--- config.mk ---
export PLATFORM = sky130hd
export DESIGN_NAME = rgb_to_hsv_converter_core
export DESIGN_NICKNAME = d
export VERILOG_FILES = /design/src/hdl/rhc_pkg.sv /design/src/hdl/rhc_front.sv /design/src/hdl/rhc_queue.sv /design/src/hdl/rhc_div_pipe.sv /design/src/hdl/rgb_to_hsv_converter_core.sv
export SDC_FILE = /design/constraint.sdc
export NUM_CORES = 1
export LEC_CHECK = 0
export ABC_AREA = 1
export BUFFER_PORTS_ARGS = -buffer_cell sky130_fd_sc_hd__buf_4
export CAP_MARGIN = 20
export CORE_UTILIZATION = 49
export DETAILED_ROUTE_END_ITERATION = 12
export PLACE_DENSITY_LB_ADDON = 0.2
export SYNTH_ARGS = -nofsm -noshare
export SYNTH_HDL_FRONTEND = slang
export SYNTH_SLANG_ARGS = --single-unit
export TNS_END_PERCENT = 20
--- constraint.sdc ---
create_clock -name clk -period 9 [get_ports clk]
set_input_delay 0.45 -clock clk [delete_from_list [all_inputs] [get_ports clk]]
set_output_delay 0.45 -clock clk [all_outputs]
set_load 0.05 [all_outputs]
--- src/hdl/rhc_pkg.sv ---
package rhc_pkg;

	localparam int CH_W            = 8;
	localparam int NUM_W           = 11;
	localparam int HDVD_W          = NUM_W + CH_W;
	localparam int HDVS_W          = NUM_W;
	localparam int SDVD_W          = 2 * CH_W;
	localparam int Q_W             = 8;
	localparam int QUEUE_DEPTH_DEF = 4;

	typedef enum logic [1:0] {
		SEC_RED,
		SEC_GREEN,
		SEC_BLUE
	} sector_t;

	// one classified pixel: two division problems plus value
	typedef struct packed {
		logic [HDVD_W-1:0] hue_dvd;
		logic [HDVS_W-1:0] hue_dvs;
		logic [SDVD_W-1:0] sat_dvd;
		logic [CH_W-1:0]   sat_dvs;
		logic [CH_W-1:0]   value;
	} job_t;

	// divider pipeline state
	typedef struct packed {
		logic [HDVD_W-1:0] hue_rem;
		logic [HDVS_W-1:0] hue_dvs;
		logic [Q_W-1:0]    hue_q;
		logic [SDVD_W-1:0] sat_rem;
		logic [CH_W-1:0]   sat_dvs;
		logic [Q_W-1:0]    sat_q;
		logic [CH_W-1:0]   value;
	} div_t;

endpackage

--- src/hdl/rhc_front.sv ---
module rhc_front
	import rhc_pkg::*;
(
	input  logic            clk,
	input  logic            arst_n,
	input  logic            pix_valid,
	output logic            pix_ready,
	input  logic [CH_W-1:0] red_in,
	input  logic [CH_W-1:0] green_in,
	input  logic [CH_W-1:0] blue_in,
	output logic            job_valid,
	input  logic            job_ready,
	output job_t            job
);

	sector_t            sector;
	logic [CH_W-1:0]    mx;
	logic [CH_W-1:0]    mn;
	logic [CH_W-1:0]    chroma;
	logic [NUM_W-1:0]   r11;
	logic [NUM_W-1:0]   g11;
	logic [NUM_W-1:0]   b11;
	logic [NUM_W-1:0]   c11;
	logic [NUM_W-1:0]   c6;
	logic [NUM_W-1:0]   num;
	logic [HDVD_W-1:0]  num_w;
	logic [SDVD_W-1:0]  c16;
	job_t               job_d;
	logic               vld_s1;
	job_t               job_s1;

	always_comb begin
		if (red_in >= green_in && red_in >= blue_in) begin
			sector = SEC_RED;
			mx     = red_in;
		end else if (green_in >= blue_in) begin
			sector = SEC_GREEN;
			mx     = green_in;
		end else begin
			sector = SEC_BLUE;
			mx     = blue_in;
		end
		mn = (red_in < green_in) ? red_in : green_in;
		if (blue_in < mn) begin
			mn = blue_in;
		end
		chroma = mx - mn;
		r11    = NUM_W'(red_in);
		g11    = NUM_W'(green_in);
		b11    = NUM_W'(blue_in);
		c11    = NUM_W'(chroma);
		c6     = (c11 << 2) + (c11 << 1);
		unique case (sector)
			SEC_RED: begin
				num = (green_in >= blue_in) ? (g11 - b11) : (c6 - (b11 - g11));
			end
			SEC_GREEN: begin
				num = (c11 << 1) + b11 - r11;
			end
			SEC_BLUE: begin
				num = (c11 << 2) + r11 - g11;
			end
			default: begin
				num = '0;
			end
		endcase
		num_w         = HDVD_W'(num);
		c16           = SDVD_W'(chroma);
		job_d.hue_dvd = (num_w << 8) - num_w;
		job_d.hue_dvs = (chroma == '0) ? HDVS_W'(1) : c6;
		job_d.sat_dvd = (c16 << 8) - c16;
		job_d.sat_dvs = (mx == '0) ? CH_W'(1) : mx;
		job_d.value   = mx;
	end

	assign pix_ready = !vld_s1 || job_ready;

	always_ff @(posedge clk or negedge arst_n) begin
		if (!arst_n) begin
			vld_s1 <= 1'b0;
		end else if (pix_ready) begin
			vld_s1 <= pix_valid;
		end
	end

	always_ff @(posedge clk) begin
		if (pix_ready && pix_valid) begin
			job_s1 <= job_d;
		end
	end

	assign job_valid = vld_s1;
	assign job       = job_s1;

endmodule

--- src/hdl/rhc_queue.sv ---
module rhc_queue
	import rhc_pkg::*;
#(
	parameter int DEPTH = QUEUE_DEPTH_DEF
) (
	input  logic clk,
	input  logic arst_n,
	input  logic push_valid,
	output logic push_ready,
	input  job_t push_job,
	output logic pop_valid,
	input  logic pop_ready,
	output job_t pop_job
);

	localparam int PTR_W = (DEPTH > 1) ? $clog2(DEPTH) : 1;
	localparam int CNT_W = $clog2(DEPTH + 1);

	job_t             mem_q [DEPTH];
	logic [PTR_W-1:0] wr_ptr_q;
	logic [PTR_W-1:0] rd_ptr_q;
	logic [CNT_W-1:0] cnt_q;
	logic             push;
	logic             pop;

	assign push_ready = (cnt_q != CNT_W'(DEPTH));
	assign pop_valid  = (cnt_q != '0);
	assign push       = push_valid && push_ready;
	assign pop        = pop_valid && pop_ready;
	assign pop_job    = mem_q[rd_ptr_q];

	always_ff @(posedge clk or negedge arst_n) begin
		if (!arst_n) begin
			wr_ptr_q <= '0;
			rd_ptr_q <= '0;
			cnt_q    <= '0;
		end else begin
			if (push) begin
				wr_ptr_q <= (wr_ptr_q == PTR_W'(DEPTH - 1)) ? '0 : wr_ptr_q + 1'b1;
			end
			if (pop) begin
				rd_ptr_q <= (rd_ptr_q == PTR_W'(DEPTH - 1)) ? '0 : rd_ptr_q + 1'b1;
			end
			if (push && !pop) begin
				cnt_q <= cnt_q + 1'b1;
			end else if (pop && !push) begin
				cnt_q <= cnt_q - 1'b1;
			end
		end
	end

	always_ff @(posedge clk) begin
		if (push) begin
			mem_q[wr_ptr_q] <= push_job;
		end
	end

endmodule

--- src/hdl/rhc_div_pipe.sv ---
module rhc_div_pipe
	import rhc_pkg::*;
(
	input  logic            clk,
	input  logic            arst_n,
	input  logic            job_valid,
	output logic            job_ready,
	input  job_t            job,
	output logic            hsv_valid,
	input  logic            hsv_ready,
	output logic [Q_W-1:0]  hue_out,
	output logic [Q_W-1:0]  saturation_out,
	output logic [CH_W-1:0] value_out
);

	// one quotient bit per stage, MSB first, for both divisions in parallel
	div_t         div_s [Q_W];
	logic [Q_W-1:0] vld_s;
	logic [Q_W-1:0] rdy;
	logic [Q_W-1:0] src_v;
	div_t         src [Q_W];
	div_t         nxt [Q_W];

	always_comb begin
		src[0].hue_rem = job.hue_dvd;
		src[0].hue_dvs = job.hue_dvs;
		src[0].hue_q   = '0;
		src[0].sat_rem = job.sat_dvd;
		src[0].sat_dvs = job.sat_dvs;
		src[0].sat_q   = '0;
		src[0].value   = job.value;
		src_v[0]       = job_valid;
	end

	genvar j;
	generate
		for (j = 1; j < Q_W; j++) begin : g_src
			assign src[j]   = div_s[j-1];
			assign src_v[j] = vld_s[j-1];
		end
		for (j = 0; j < Q_W; j++) begin : g_step
			localparam int K = Q_W - 1 - j;
			logic [HDVD_W-1:0] hue_sh;
			logic [SDVD_W-1:0] sat_sh;
			always_comb begin
				hue_sh = HDVD_W'(src[j].hue_dvs) << K;
				sat_sh = SDVD_W'(src[j].sat_dvs) << K;
				nxt[j] = src[j];
				if (src[j].hue_rem >= hue_sh) begin
					nxt[j].hue_rem  = src[j].hue_rem - hue_sh;
					nxt[j].hue_q[K] = 1'b1;
				end
				if (src[j].sat_rem >= sat_sh) begin
					nxt[j].sat_rem  = src[j].sat_rem - sat_sh;
					nxt[j].sat_q[K] = 1'b1;
				end
			end
		end
	endgenerate

	always_comb begin
		rdy[Q_W-1] = !vld_s[Q_W-1] || hsv_ready;
		for (int i = Q_W - 2; i >= 0; i--) begin
			rdy[i] = !vld_s[i] || rdy[i+1];
		end
	end

	always_ff @(posedge clk or negedge arst_n) begin
		if (!arst_n) begin
			vld_s <= '0;
		end else begin
			for (int i = 0; i < Q_W; i++) begin
				if (rdy[i]) begin
					vld_s[i] <= src_v[i];
				end
			end
		end
	end

	always_ff @(posedge clk) begin
		for (int i = 0; i < Q_W; i++) begin
			if (rdy[i] && src_v[i]) begin
				div_s[i] <= nxt[i];
			end
		end
	end

	assign job_ready      = rdy[0];
	assign hsv_valid      = vld_s[Q_W-1];
	assign hue_out        = div_s[Q_W-1].hue_q;
	assign saturation_out = div_s[Q_W-1].sat_q;
	assign value_out      = div_s[Q_W-1].value;

endmodule

--- src/hdl/rgb_to_hsv_converter_core.sv ---
// RGB to HSV converter, 8 bits per channel.
// Input channel: pix_valid/pix_ready with red_in, green_in, blue_in. Output channel:
// hsv_valid/hsv_ready with hue_out, saturation_out, value_out; one result per pixel,
// in order. A transaction moves on a rising edge with valid and ready both high.
// The front stage finds max, min, chroma and the hue sector and forms the two
// division problems; a queue of QUEUE_DEPTH entries follows; the back end is an
// 8-stage restoring divider, one quotient bit per stage, hue and saturation side
// by side, whose last stage is the output register.
// Throughput: one pixel per clock when nothing stalls. An input transaction passes
// the front register, the queue and the 8 divider stages before hsv_valid rises.
// The divider depth is set by the 8-bit quotient.
// If hsv_ready stays low, the result holds steady, the divider stages and the
// queue fill, and pix_ready drops only once all are full; nothing is dropped.
// Reset (arst_n low) empties all stages and the queue; no reset sweep is needed,
// pix_ready is high from the first cycle after reset.
module rgb_to_hsv_converter_core
	import rhc_pkg::*;
#(
	parameter int QUEUE_DEPTH = QUEUE_DEPTH_DEF
) (
	input  logic            clk,
	input  logic            arst_n,
	input  logic            pix_valid,
	output logic            pix_ready,
	input  logic [CH_W-1:0] red_in,
	input  logic [CH_W-1:0] green_in,
	input  logic [CH_W-1:0] blue_in,
	output logic            hsv_valid,
	input  logic            hsv_ready,
	output logic [Q_W-1:0]  hue_out,
	output logic [Q_W-1:0]  saturation_out,
	output logic [CH_W-1:0] value_out
);

	logic fr_valid;
	logic fr_ready;
	job_t fr_job;
	logic qu_valid;
	logic qu_ready;
	job_t qu_job;

	rhc_front u_front (
		.clk       (clk),
		.arst_n    (arst_n),
		.pix_valid (pix_valid),
		.pix_ready (pix_ready),
		.red_in    (red_in),
		.green_in  (green_in),
		.blue_in   (blue_in),
		.job_valid (fr_valid),
		.job_ready (fr_ready),
		.job       (fr_job)
	);

	rhc_queue #(
		.DEPTH (QUEUE_DEPTH)
	) u_queue (
		.clk        (clk),
		.arst_n     (arst_n),
		.push_valid (fr_valid),
		.push_ready (fr_ready),
		.push_job   (fr_job),
		.pop_valid  (qu_valid),
		.pop_ready  (qu_ready),
		.pop_job    (qu_job)
	);

	rhc_div_pipe u_div (
		.clk            (clk),
		.arst_n         (arst_n),
		.job_valid      (qu_valid),
		.job_ready      (qu_ready),
		.job            (qu_job),
		.hsv_valid      (hsv_valid),
		.hsv_ready      (hsv_ready),
		.hue_out        (hue_out),
		.saturation_out (saturation_out),
		.value_out      (value_out)
	);

endmodule

Word-level counts from Yosys, hierarchy flattened --
Memories as Yosys holds them, arrays and structs flattened. Index checks and enable logic that the tools add are counted.
Storage, ports and cells: word-level logic and storage cells 176, register bits after elaboration 78, memories 2, input port bits 28, memory bits (writable) 872
Cells by class: reductions and logical operators 38, equal/unequal tests 5, magnitude comparators 21, muxes and demuxes 62, add/sub/neg operators 31
Memories:
- u_div.div_s | depth 8, bits a word 78, rd ports 8, clocked after Yosys merged registers in 0, write ports 8, RTL line rhc_div_pipe.sv:17 | div_t div_s [Q_W];
- u_queue.mem_q | depth 4, bits a word 62, rd ports 1, clocked after Yosys merged registers in 0, write ports 1, RTL line rhc_queue.sv:19 | job_t mem_q [DEPTH];
Operator list (number):
- two-way mux 19 bit | 8
- two-way mux 16 bit | 8
- subtractor 19 x 11 -> 19 bit | 2
- two-way mux 1 bit | 34
- case mux 11 bit (3 select lines) | 1
- two-way mux 8 bit | 4
- subtractor 16 x 8 -> 16 bit | 2
- greater-or-equal comparator 8 bit | 3
- subtractor 11 x 8 -> 11 bit | 2
- greater-or-equal comparator 19 x 11 -> 1 bit | 1
- greater-or-equal comparator 19 x 12 -> 1 bit | 1
- greater-or-equal comparator 19 x 13 -> 1 bit | 1
- greater-or-equal comparator 19 x 14 -> 1 bit | 1
- greater-or-equal comparator 19 x 15 -> 1 bit | 1
- greater-or-equal comparator 19 x 16 -> 1 bit | 1
- greater-or-equal comparator 19 x 17 -> 1 bit | 1
- greater-or-equal comparator 19 x 18 -> 1 bit | 1
- subtractor 19 x 12 -> 19 bit | 1
- subtractor 19 x 13 -> 19 bit | 1
- subtractor 19 x 14 -> 19 bit | 1
- subtractor 19 x 15 -> 19 bit | 1
- subtractor 19 x 16 -> 19 bit | 1
- subtractor 19 x 17 -> 19 bit | 1
- subtractor 19 x 18 -> 19 bit | 1
- 38 further kinds | 78

Logic depth before layout (Yosys ltp) --
Gate-level depths: netlist of the first run.
depth after elaboration 13, depth in mapped cells 61, depth with buffers taken out 59

Hierarchy --
A second synthesis of the first run with hierarchy kept.
Unflattened totals: cells, all modules 4524, area, all modules 45880.3 um^2
By module, submodules not included:
- rhc_div_pipe | sequential area each 15635.0 um^2, cells each 2884, area each 27989.3 um^2, instances 1
- rhc_queue | sequential area each 7622.3 um^2, cells each 782, area each 10665.2 um^2, instances 1
- rhc_front | sequential area each 1886.8 um^2, cells each 858, area each 7225.7 um^2, instances 1

Worst setup path before layout of the first run --
No wires, ideal clock.
path kind input -> register, from in red_in[0], to reg u_front.job_s1, in the netlist u_front.job[61] (data pin), path slack 0.833 ns, data required time 8.744 ns, stages 52, arrival 7.911 ns, path buffers 2, cell sequence inv_1 > ha_1 > inv_1 > fa_1 > nand3_1 > nand2_1 > nand2_1 > nand2_2 > clkbuf_1 > o21ai_0 > ha_1 > a21oi_1 > nor2_1 > a211oi_1 > nand2_1 > clkbuf_1 > o21ai_0 > ha_1 > (+16 left out) > nor3_1 > nand3_1 > o2111ai_1 > xnor2_1 > nand3_1 > nand2_1 > o21ai_1 > nand2_1 > inv_2 > ha_1 > a21oi_1 > nand2_1 > nor2_1 > nand2_1 > inv_2 > nand4_2 > o21ai_1 > nand2_1
RTL lines:
- start: declaration | RTL line rgb_to_hsv_converter_core.sv:25 | input logic [CH_W-1:0] red_in,
- end signal: assignment | RTL line rhc_front.sv:88 | job_s1 <= job_d;
- end: declaration | RTL line rhc_front.sv:30 | job_t job_s1;

==> results list, run 1 <==
- The number of antenna violations at the first check in global routing is 0.
* Total number of nets in the final design: 3976
- Area of the placeable core: 0.0836 mm2
- Cell with the largest stage delay on the worst path: sky130_fd_sc_hd__fa_1
* Number of distinct standard cells referenced by the synthesized netlist: 73
- Final hold violations: 0
- Setup repair after global routing missed its margin: no
- Deepest level of the CTS H-tree: 3
* Number of remaining DRC errors: 0
- CTS saw 840 sinks.
- Global-route total usage across every layer: 0.181
- In this run the remaining antenna-violating nets after routing total 0.
* Flop and latch count out of synthesis: 840
- Detailed placement ended at an HPWL of 55400 um.
- Switching power of the nets: 0.00745 W
- The via count of the first global-routing pass was 24700.
- The congestion estimate from routability-driven global placement came to 0.900.
- Residual overflow from global routing: 0
- Of the post-synthesis cell area, the dominant cell type holds 0.599.
* Critical Path End Type: flip-flop
- Critical path's most frequent cell: sky130_fd_sc_hd__nand2_1
- The routed layout has 25000 vias.
- For the pin with the worst max-slew slack, the measured transition is 1020 ps.
- Average footprint of a synthesized cell: 11.5 um2
* Dominant cells by area after synthesis: sky130_fd_sc_hd__edfxtp_1 60%, sky130_fd_sc_hd__ha_1 7.6%, sky130_fd_sc_hd__nand2_1 4.8%, sky130_fd_sc_hd__inv_1 4.0%, sky130_fd_sc_hd__o21ai_0 2.8%
- Count of mapped cells out of synthesis: 3591
- Counting along the longest clock path gives a buffer depth of 3.
- Wire length of the first global-routing pass: 123000 um
* Path class of the lowest-slack min-delay path: in2reg
* CTS buffer count: 86
- Maximum VDD drop: 0.198 mV
- Summing all non-filler instances in the final layout gives an area of 0.0457 mm2.
- The biggest area contributor in the post-synthesis netlist is sky130_fd_sc_hd__edfxtp_1.
- Fraction of registers with async set/reset: 0.0190
- Data on the critical path is required at its endpoint by 9390 ps.
- From bottom edge to top edge, the die measures 292 um.
* Fraction of final layout cells with drive strength greater than 1: 0.0872
* Post-synthesis instance area: 0.0413 mm2
* # Post-CTS Setup Buffers: 0
- Primary flip-flop cell chosen by synthesis mapping: sky130_fd_sc_hd__edfxtp_1
* Worst-path fanout max: 15
* Relative contribution of the clock network to total power: 0.183
- The synthesized design contains 824 enable-type register cells.
- The share of total power dissipated in sequential elements is 0.371.
* Total wire length: 77200 um
- Worst-Skew Late Latency: 640 ps
- Iteration count of the initial detailed-routing pass: 5
- Top delay family on crit path: adder cells
- The flow ran to the end, and the final reports show no timing, DRC or antenna violations.
* Portion of the clock cycle consumed by the worst path in the final layout: 0.885
- DR vias/cell: 5.18
- Floorplan die area: 0.0855 mm2
- After clock tree synthesis, the clock-pin slew on the worst setup and hold paths is 60 ps.
* Final min period: 7970 ps
- During synthesis, Yosys emitted a total of 0 warnings.
- Total negative setup slack: 0 ps
- Post-Place Worst Slack: 233 ps
* Final Setup Violations: 0
* Largest net degree at the start of global routing: 79
- For this run, the slowest stage of the critical path takes 550 ps.
- Max-slew violation count: 0
- When the netlist entered floorplanning its net count stood at 3900.
- Post-synthesis sequential area ratio: 0.609
* Share of total power consumed by net switching: 0.388
- CTS Root Cell: sky130_fd_sc_hd__clkbuf_16
* CTS tree: yes
- Startpoint type of the worst setup path: input pin
* Post-route setup slack: 1030 ps
- Starting utilization of the core area: 0.494
* Number of diodes: 0
- Arrival time reported for the critical path endpoint: 8350 ps
* Worst slew margin: 0.320
- The tool flagged a number of max-cap violations equal to 0.
- The detailed router finished its first iteration with 1205 violations.
* Pint: 0.0118 W
- The critical path contains buffers and inverters numbering 12 combined.
- Compared with the post-synthesis result, the final layout area differs by 10.5%.
- Dividing the detail-routed wire length by the instance count gives 16.0 um.
- Derived from the worst setup path, the maximum achievable clock frequency is 126 MHz.
- Of the total power, combinational logic draws 0.446.
* Chip width: 292 um
- Clock skew on the completed layout was measured at 30.2 ps.
- Power Density: 421 mW/mm2
- Leakage power: 18.3 nW
* WS Path Type: in2reg
* Port buffer count: 53
- I/O pin count: 54
- Row cnt: 106
* Post-DP Area: 0.0428 mm2
==> kinds of logic after synthesis <==
group / share of synthesized area
DFF: 0.609
buffers and inverters: 0.0542
AOI/OAI and AO/OA: 0.0882
adders and majority gates: 0.0906
and+or+nand+nor: 0.117
xor gates and xnor gates: 0.0405
muxes: 0.00103
==> layout make-up <==
type	instances	area, um2
Timing Repair Buffer	85	641
Clock buffer	98	2220
Sequential cell	840	25100
Fill cell	7134	37900
Inverter	455	1710
Clock inverter	60	601
Tap cell	1080	1350
Multi-Input combinational cell	2199	14000
==> synthesized netlist by cell type (all sizes together), types with 32 or more instances <==
cell,count
edfxtp,824
a21oi,235
nor2,280
nand4,32
xor2,113
o22ai,40
clkbuf,50
nor4,33
o21ai,250
nand2,552
inv,453
nand3,121
buf,47
nor3,35
xnor2,77
ha,251
==> sequential cells by signal (all words and copies together) (netlist names) <==
| signal | count |
|---|---|
| u_div.div_s | 514 |
| u_div.vld_s | 8 |
| u_front.job | 62 |
| u_front.job_valid | 1 |
| u_queue.cnt_q | 3 |
| u_queue.mem_q | 248 |
| u_queue.rd_ptr_q | 2 |
| u_queue.wr_ptr_q | 2 |
==> stage by stage <==
| stage | utilization | hold WS, ps | cells | power, W |
|---|---|---|---|---|
| 2_1_floorplan | - | 154 | 3591 | 0.0137 |
| 3_3_place_gp | 0.512 | 333 | 4658 | 0.0156 |
| 3_5_place_dp | 0.512 | 335 | 4658 | 0.0158 |
| 4_1_cts | 0.546 | 17.2 | 4817 | 0.0193 |
| 5_1_grt | 0.546 | 59.1 | 4817 | 0.0207 |
| 6_report | 0.546 | 49.2 | 4817 | 0.0192 |
==> power groups by stage <==
| stage | Clock, W | Sequential, W | Combinational, W |
|---|---|---|---|
| 4_1_cts | 0.00360 | 0.00714 | 0.00861 |
| 2_1_floorplan | 0 | 0.00698 | 0.00669 |
| 5_1_grt | 0.00375 | 0.00728 | 0.00971 |
| 3_3_place_gp | 0 | 0.00718 | 0.00845 |
| 6_report | 0.00351 | 0.00713 | 0.00856 |
| 3_5_place_dp | 0 | 0.00721 | 0.00856 |
==> metal layers <==
layer  vias up  GRT usage  share of wire
li1      12700          -              -
met1     11700      0.213           0.43
met2       377      0.334           0.51
met3       137     0.0257          0.033
met4         0     0.0663          0.031
met5         -          0              0
==> path summary, 6_finish.rpt <==
kind                                     start                  end  slack [ps]  cells after the start
max in group asynchronous               arst_n  u_queue.rd_ptr_q[0]        8560                      2
hold / removal                       pix_valid    u_front.job_valid          50                      3
hold reg to reg            u_div.div_s[1][170]  u_div.div_s[1][248]         410                      0
setup / recovery                     red_in[0]      u_front.job[61]        1030                     55
min in group asynchronous               arst_n  u_queue.wr_ptr_q[0]         220                      2
setup reg to reg           u_queue.rd_ptr_q[1]   u_div.div_s[0][68]        3820                     19
==> placed cells by master, fill, tap and decap left out, types with 7 or more instances in the layout <==
cell type,instances
sky130_fd_sc_hd__bufinv_16,10
sky130_fd_sc_hd__nor4_1,32
sky130_fd_sc_hd__a21oi_1,231
sky130_fd_sc_hd__nor2_4,9
sky130_fd_sc_hd__xor2_1,112
sky130_fd_sc_hd__nor2_1,265
sky130_fd_sc_hd__fa_1,30
sky130_fd_sc_hd__nand3_2,10
sky130_fd_sc_hd__a221oi_1,7
sky130_fd_sc_hd__or2_2,15
sky130_fd_sc_hd__nor3_1,33
sky130_fd_sc_hd__buf_4,84
sky130_fd_sc_hd__nand2_2,17
sky130_fd_sc_hd__o22ai_1,40
sky130_fd_sc_hd__a32oi_1,22
sky130_fd_sc_hd__o21bai_1,12
sky130_fd_sc_hd__inv_6,8
sky130_fd_sc_hd__nand3_1,108
sky130_fd_sc_hd__inv_2,19
sky130_fd_sc_hd__clkbuf_16,86
sky130_fd_sc_hd__inv_1,433
sky130_fd_sc_hd__nand4_1,31
sky130_fd_sc_hd__ha_1,251
sky130_fd_sc_hd__o21ai_1,13
sky130_fd_sc_hd__a31oi_1,7
sky130_fd_sc_hd__nand2_1,527
sky130_fd_sc_hd__dfrtp_1,15
sky130_fd_sc_hd__o21a_1,8
sky130_fd_sc_hd__edfxtp_1,824
sky130_fd_sc_hd__xnor2_1,77
sky130_fd_sc_hd__o21ai_0,235
sky130_fd_sc_hd__clkbuf_1,10
sky130_fd_sc_hd__clkinv_1,17
sky130_fd_sc_hd__clkinv_2,25
==> worst register-to-register path, delay by kind of cell (launching register included) <==
kind,cells,cell delay (ps)
fa+ha+maj,1,450
compound gates,10,1790
flops,1,350
buf+inv,5,1930
simple gates,3,380
==> what timing repair did <==
action                     CTS  global route
hold buffers                 1             0
setup endpoints to repair    0             1
hold endpoints to repair    16             0
gates resized for setup      0             2
No activity file was read; power rests on OpenSTA's default activity.
==> run 2, diff against run 1 <==
- SYNTH_HIERARCHICAL: not set -> 1
==> results list, run 2 <==
* Result of the run: completed
- Num Clock Sinks: 840
* Critical Path End Type: flip-flop
* Area fraction in compound gates after synthesis: 0.0783
- Portion of the clock cycle consumed by the worst path in the final layout: 0.901
- Worst-Skew Late Latency: 650 ps
- Final hold violations: 0
- Critical Path Source: red_in[0]
* Port buffer count: 53
* Mean routed wirelength per cell: 16.1 um
- Average footprint of a synthesized cell: 10.1 um2
* Adder and majority gate portion of the synthesized area: 0.0858
* Filler instances: 8115
* Transition time at the pin with the least slew margin: 1090 ps
* Required time worst endpoint: 9400 ps
* Arrival time reported for the critical path endpoint: 8510 ps
- Antenna violations before repair: 2
- Post-Synth Simple-Gate Area: 0.180
* Most common library cell in the layout ignoring fill and taps: sky130_fd_sc_hd__nand2_1
- The final layout contains 4922 nets.
- Area of the placeable core: 0.0922 mm2
* Post-synthesis mux area share: 0
- CTS Root Cell: sky130_fd_sc_hd__clkbuf_16
- WL met2: 47000 um
- Dominant combinational cell family by area after synthesis: simple AND/OR/NAND/NOR gates
* Primary flip-flop cell chosen by synthesis mapping: sky130_fd_sc_hd__edfxtp_1
- Proportion of netlist area held by the largest area contributor: 0.539
* Library cell occupying the most area in the post-synthesis netlist: sky130_fd_sc_hd__edfxtp_1
- In this run the critical register-to-register path is captured at u_div/div_s[0][76].
- Residual overflow from global routing: 0
- On the worst path, the slowest cell contributes a delay of 470 ps.
* Final clock skew: 24.9 ps
- Global-route total usage across every layer: 0.204
- Deepest level of the CTS H-tree: 3
- Final GP Congestion: 0.901
- The synthesized netlist occupies a cell area of 0.0459 mm2.
* I/O pin count: 54
* Final min period: 8100 ps
- The floorplan step set the die width to 308 um.
- The slowest stage of the critical path is the sky130_fd_sc_hd__fa_1 cell.
* Floorplan die area: 0.0949 mm2
- In this run the vertical extent of the chip is 308 um.
- After floorplanning, the core was divided into 111 placement rows.
* Net Count, Synth: 4845
* Routed metal-1 wire length: 41600 um
- The most critical setup path has its endpoint at u_front/job[61].
- After clock tree synthesis, the setup repair step added 0 buffers.
- The register with the most flip-flops in the layout has 514 of them.
* Final Setup Violations: 0
- Summed over all layers, the routed wires come to 95400 um.
- Initial drt markers: 1809
- The number of antenna diodes in the final layout is 0.
- Critical path's most frequent cell: sky130_fd_sc_hd__nand2_1
- Clock-pin slew was measured on the worst setup and hold paths at 60 ps.
- Of the total synthesized cell area, the portion taken by XOR and XNOR cells is 0.0310.
- Path class of the lowest-slack min-delay path: in2async
- Setup repair after global routing left no endpoint under its margin.
- The final route contains 30000 vias.
- Total negative setup slack: 0 ps
- Sorting the synthesized cells by area gives the leading types as sky130_fd_sc_hd__edfxtp_1 54%, sky130_fd_sc_hd__nand2_1 9.7%, sky130_fd_sc_hd__ha_1 7.0%, sky130_fd_sc_hd__inv_1 5.7%, sky130_fd_sc_hd__nand3_1 2.2%.
- TritonCTS built the clock tree.
- Largest net degree at the start of global routing: 200
* Number of enable flip-flop cells after synthesis: 824
- Of the synthesized area, sequential elements account for 0.548.
* Highest Signal Layer: met5
- Syn. warnings: 6
* DR vias/cell: 5.07
* Max frequency: 123 MHz
* Fraction of final layout cells with drive strength greater than 1: 0.103
- Startpoint type of the worst setup path: input pin
- The startpoint identified for the worst register-to-register timing path is u_queue/rd_ptr_q[1].
- The pre-antenna-repair detailed-routing pass consisted of 6 iterations.
- Max clock buf depth: 3
* Most flop-heavy register: u_div/div_s
- After detailed routing, the number of remaining DRC violations is 0.
- The tool flagged a number of max-cap violations equal to 0.
* Worst-path fanout max: 15
- The via count of the first global-routing pass came to 29500.
* CTS buffer count: 89
- Leading cell type by number of instances after synthesis: sky130_fd_sc_hd__nand2_1
- The synthesized netlist contains 66 unique library cells.
* Growth of design area from synthesis to finish: 9.54%
- Flop and latch count out of synthesis: 840
- R2r worst-path depth: 13
* Half-perimeter wire length after detailed placement: 71400 um
- The first global-routing pass estimated 153000 um of wire.
- After technology mapping, the gate count stands at 4524.
- For flop-to-flop paths, the worst setup slack is 4670 ps.
- In the detailed route, the total length drawn on met3 is 3730 um.
- Once the clock tree was built, the resizer swapped 0 gates to a different size.
- Fraction of registers with async set/reset: 0.0190
- The detail route stage leaves a number of antenna-violating nets equal to 0.
* Worst slew margin: 0.270
- Max-slew violation count: 0
- The initial utilization of the core area, before any placement, comes to 0.498.
- Highest-count cells in the layout ignoring fill and taps: 1182 x sky130_fd_sc_hd__nand2_1, 824 x sky130_fd_sc_hd__edfxtp_1, 688 x sky130_fd_sc_hd__inv_1, 257 x sky130_fd_sc_hd__ha_1, 256 x sky130_fd_sc_hd__nor2_1
- The worst setup path is of the in2reg kind.
* Commonest cells post-synth: 1182 x sky130_fd_sc_hd__nand2_1, 824 x sky130_fd_sc_hd__edfxtp_1, 692 x sky130_fd_sc_hd__inv_1
==> run 2: cell count changes in the layout (fill, tap and decap cells not counted), moves of 34 or more <==
cell                       previous run  this run
sky130_fd_sc_hd__o211ai_2             3        64
sky130_fd_sc_hd__nand3_1            108       203
sky130_fd_sc_hd__o211ai_1             6        67
sky130_fd_sc_hd__o22ai_1             40         6
sky130_fd_sc_hd__nand4_1             31        73
sky130_fd_sc_hd__o21ai_0            235       100
sky130_fd_sc_hd__nand2_1            527      1182
sky130_fd_sc_hd__inv_1              433       688
sky130_fd_sc_hd__a21oi_1            231       173
==> run 2: cell families (layout without fill, tap and decap cells) <==
group	count (synthesis)	after routing
compound gates	523	523
xor+xnor	154	154
fa+ha+maj	293	293
buf+inv	816	964
flops	840	840
simple gates	1898	1898
==> run 2: what timing repair did <==
action / 4_1_cts / 5_1_grt
hold buffers: 3 / 0
hold endpoints to repair: 18 / 0
endpoints found under the setup margin: 0 / 0
==> run 2: worst min path at each step <==
stage                     endpoint  startpoint  cells after the start  slack (ps)
finish              u_div/vld_s[7]      arst_n                      2         250
global route        u_div/vld_s[7]      arst_n                      2         250
CTS                 u_div/vld_s[7]      arst_n                      2         210
detailed placement  u_div/vld_s[7]      arst_n                      1         370
global placement    u_div/vld_s[7]      arst_n                      1         360
floorplan           u_div/vld_s[0]      arst_n                      0         150
==> run 2: layout make-up <==
type / instances / area [um2] / area share
clock buffer: 100 / 2300 / 0.0458
clock inverter: 62 / 613 / 0.0122
inverter: 720 / 2720 / 0.0541
multi-input combinational: 2868 / 17300 / 0.344
sequential: 840 / 25200 / 0.500
tap: 1243 / 1560 / 0.0309
timing repair buffer: 82 / 639 / 0.0127
==> run 2: layer usage <==
metal	track usage	vias up
li1	-	15300
met1	0.258	14000
met2	0.358	540
met3	0.0260	163
met4	0.0742	4
met5	0	-
==> run 2: metrics by stage <==
step                      area, um2   util  setup slack [ps]  cells  hold WS [ps]
after floorplan               45900      -               960   4524           154
after global placement        47300  0.513               349   5749           364
after detailed placement      47300  0.513               277   5749           365
after CTS                     50200  0.545               974   5914           214
after global routing          50300  0.545              17.1   5915           247
final                         50300  0.545               895   5915           254
==> run 2: worst max-delay path: cells and delay by family <==
kind	cells	cell delay (ps)
compound gates	13	2630
xor+xnor	2	550
fa+ha+maj	8	2440
buf+inv	8	610
simple gates	17	1830
Power of run 2 is left out: the tool's default activity adds up to more than one toggle a clock period on the data nets, which glitch-free logic cannot reach.
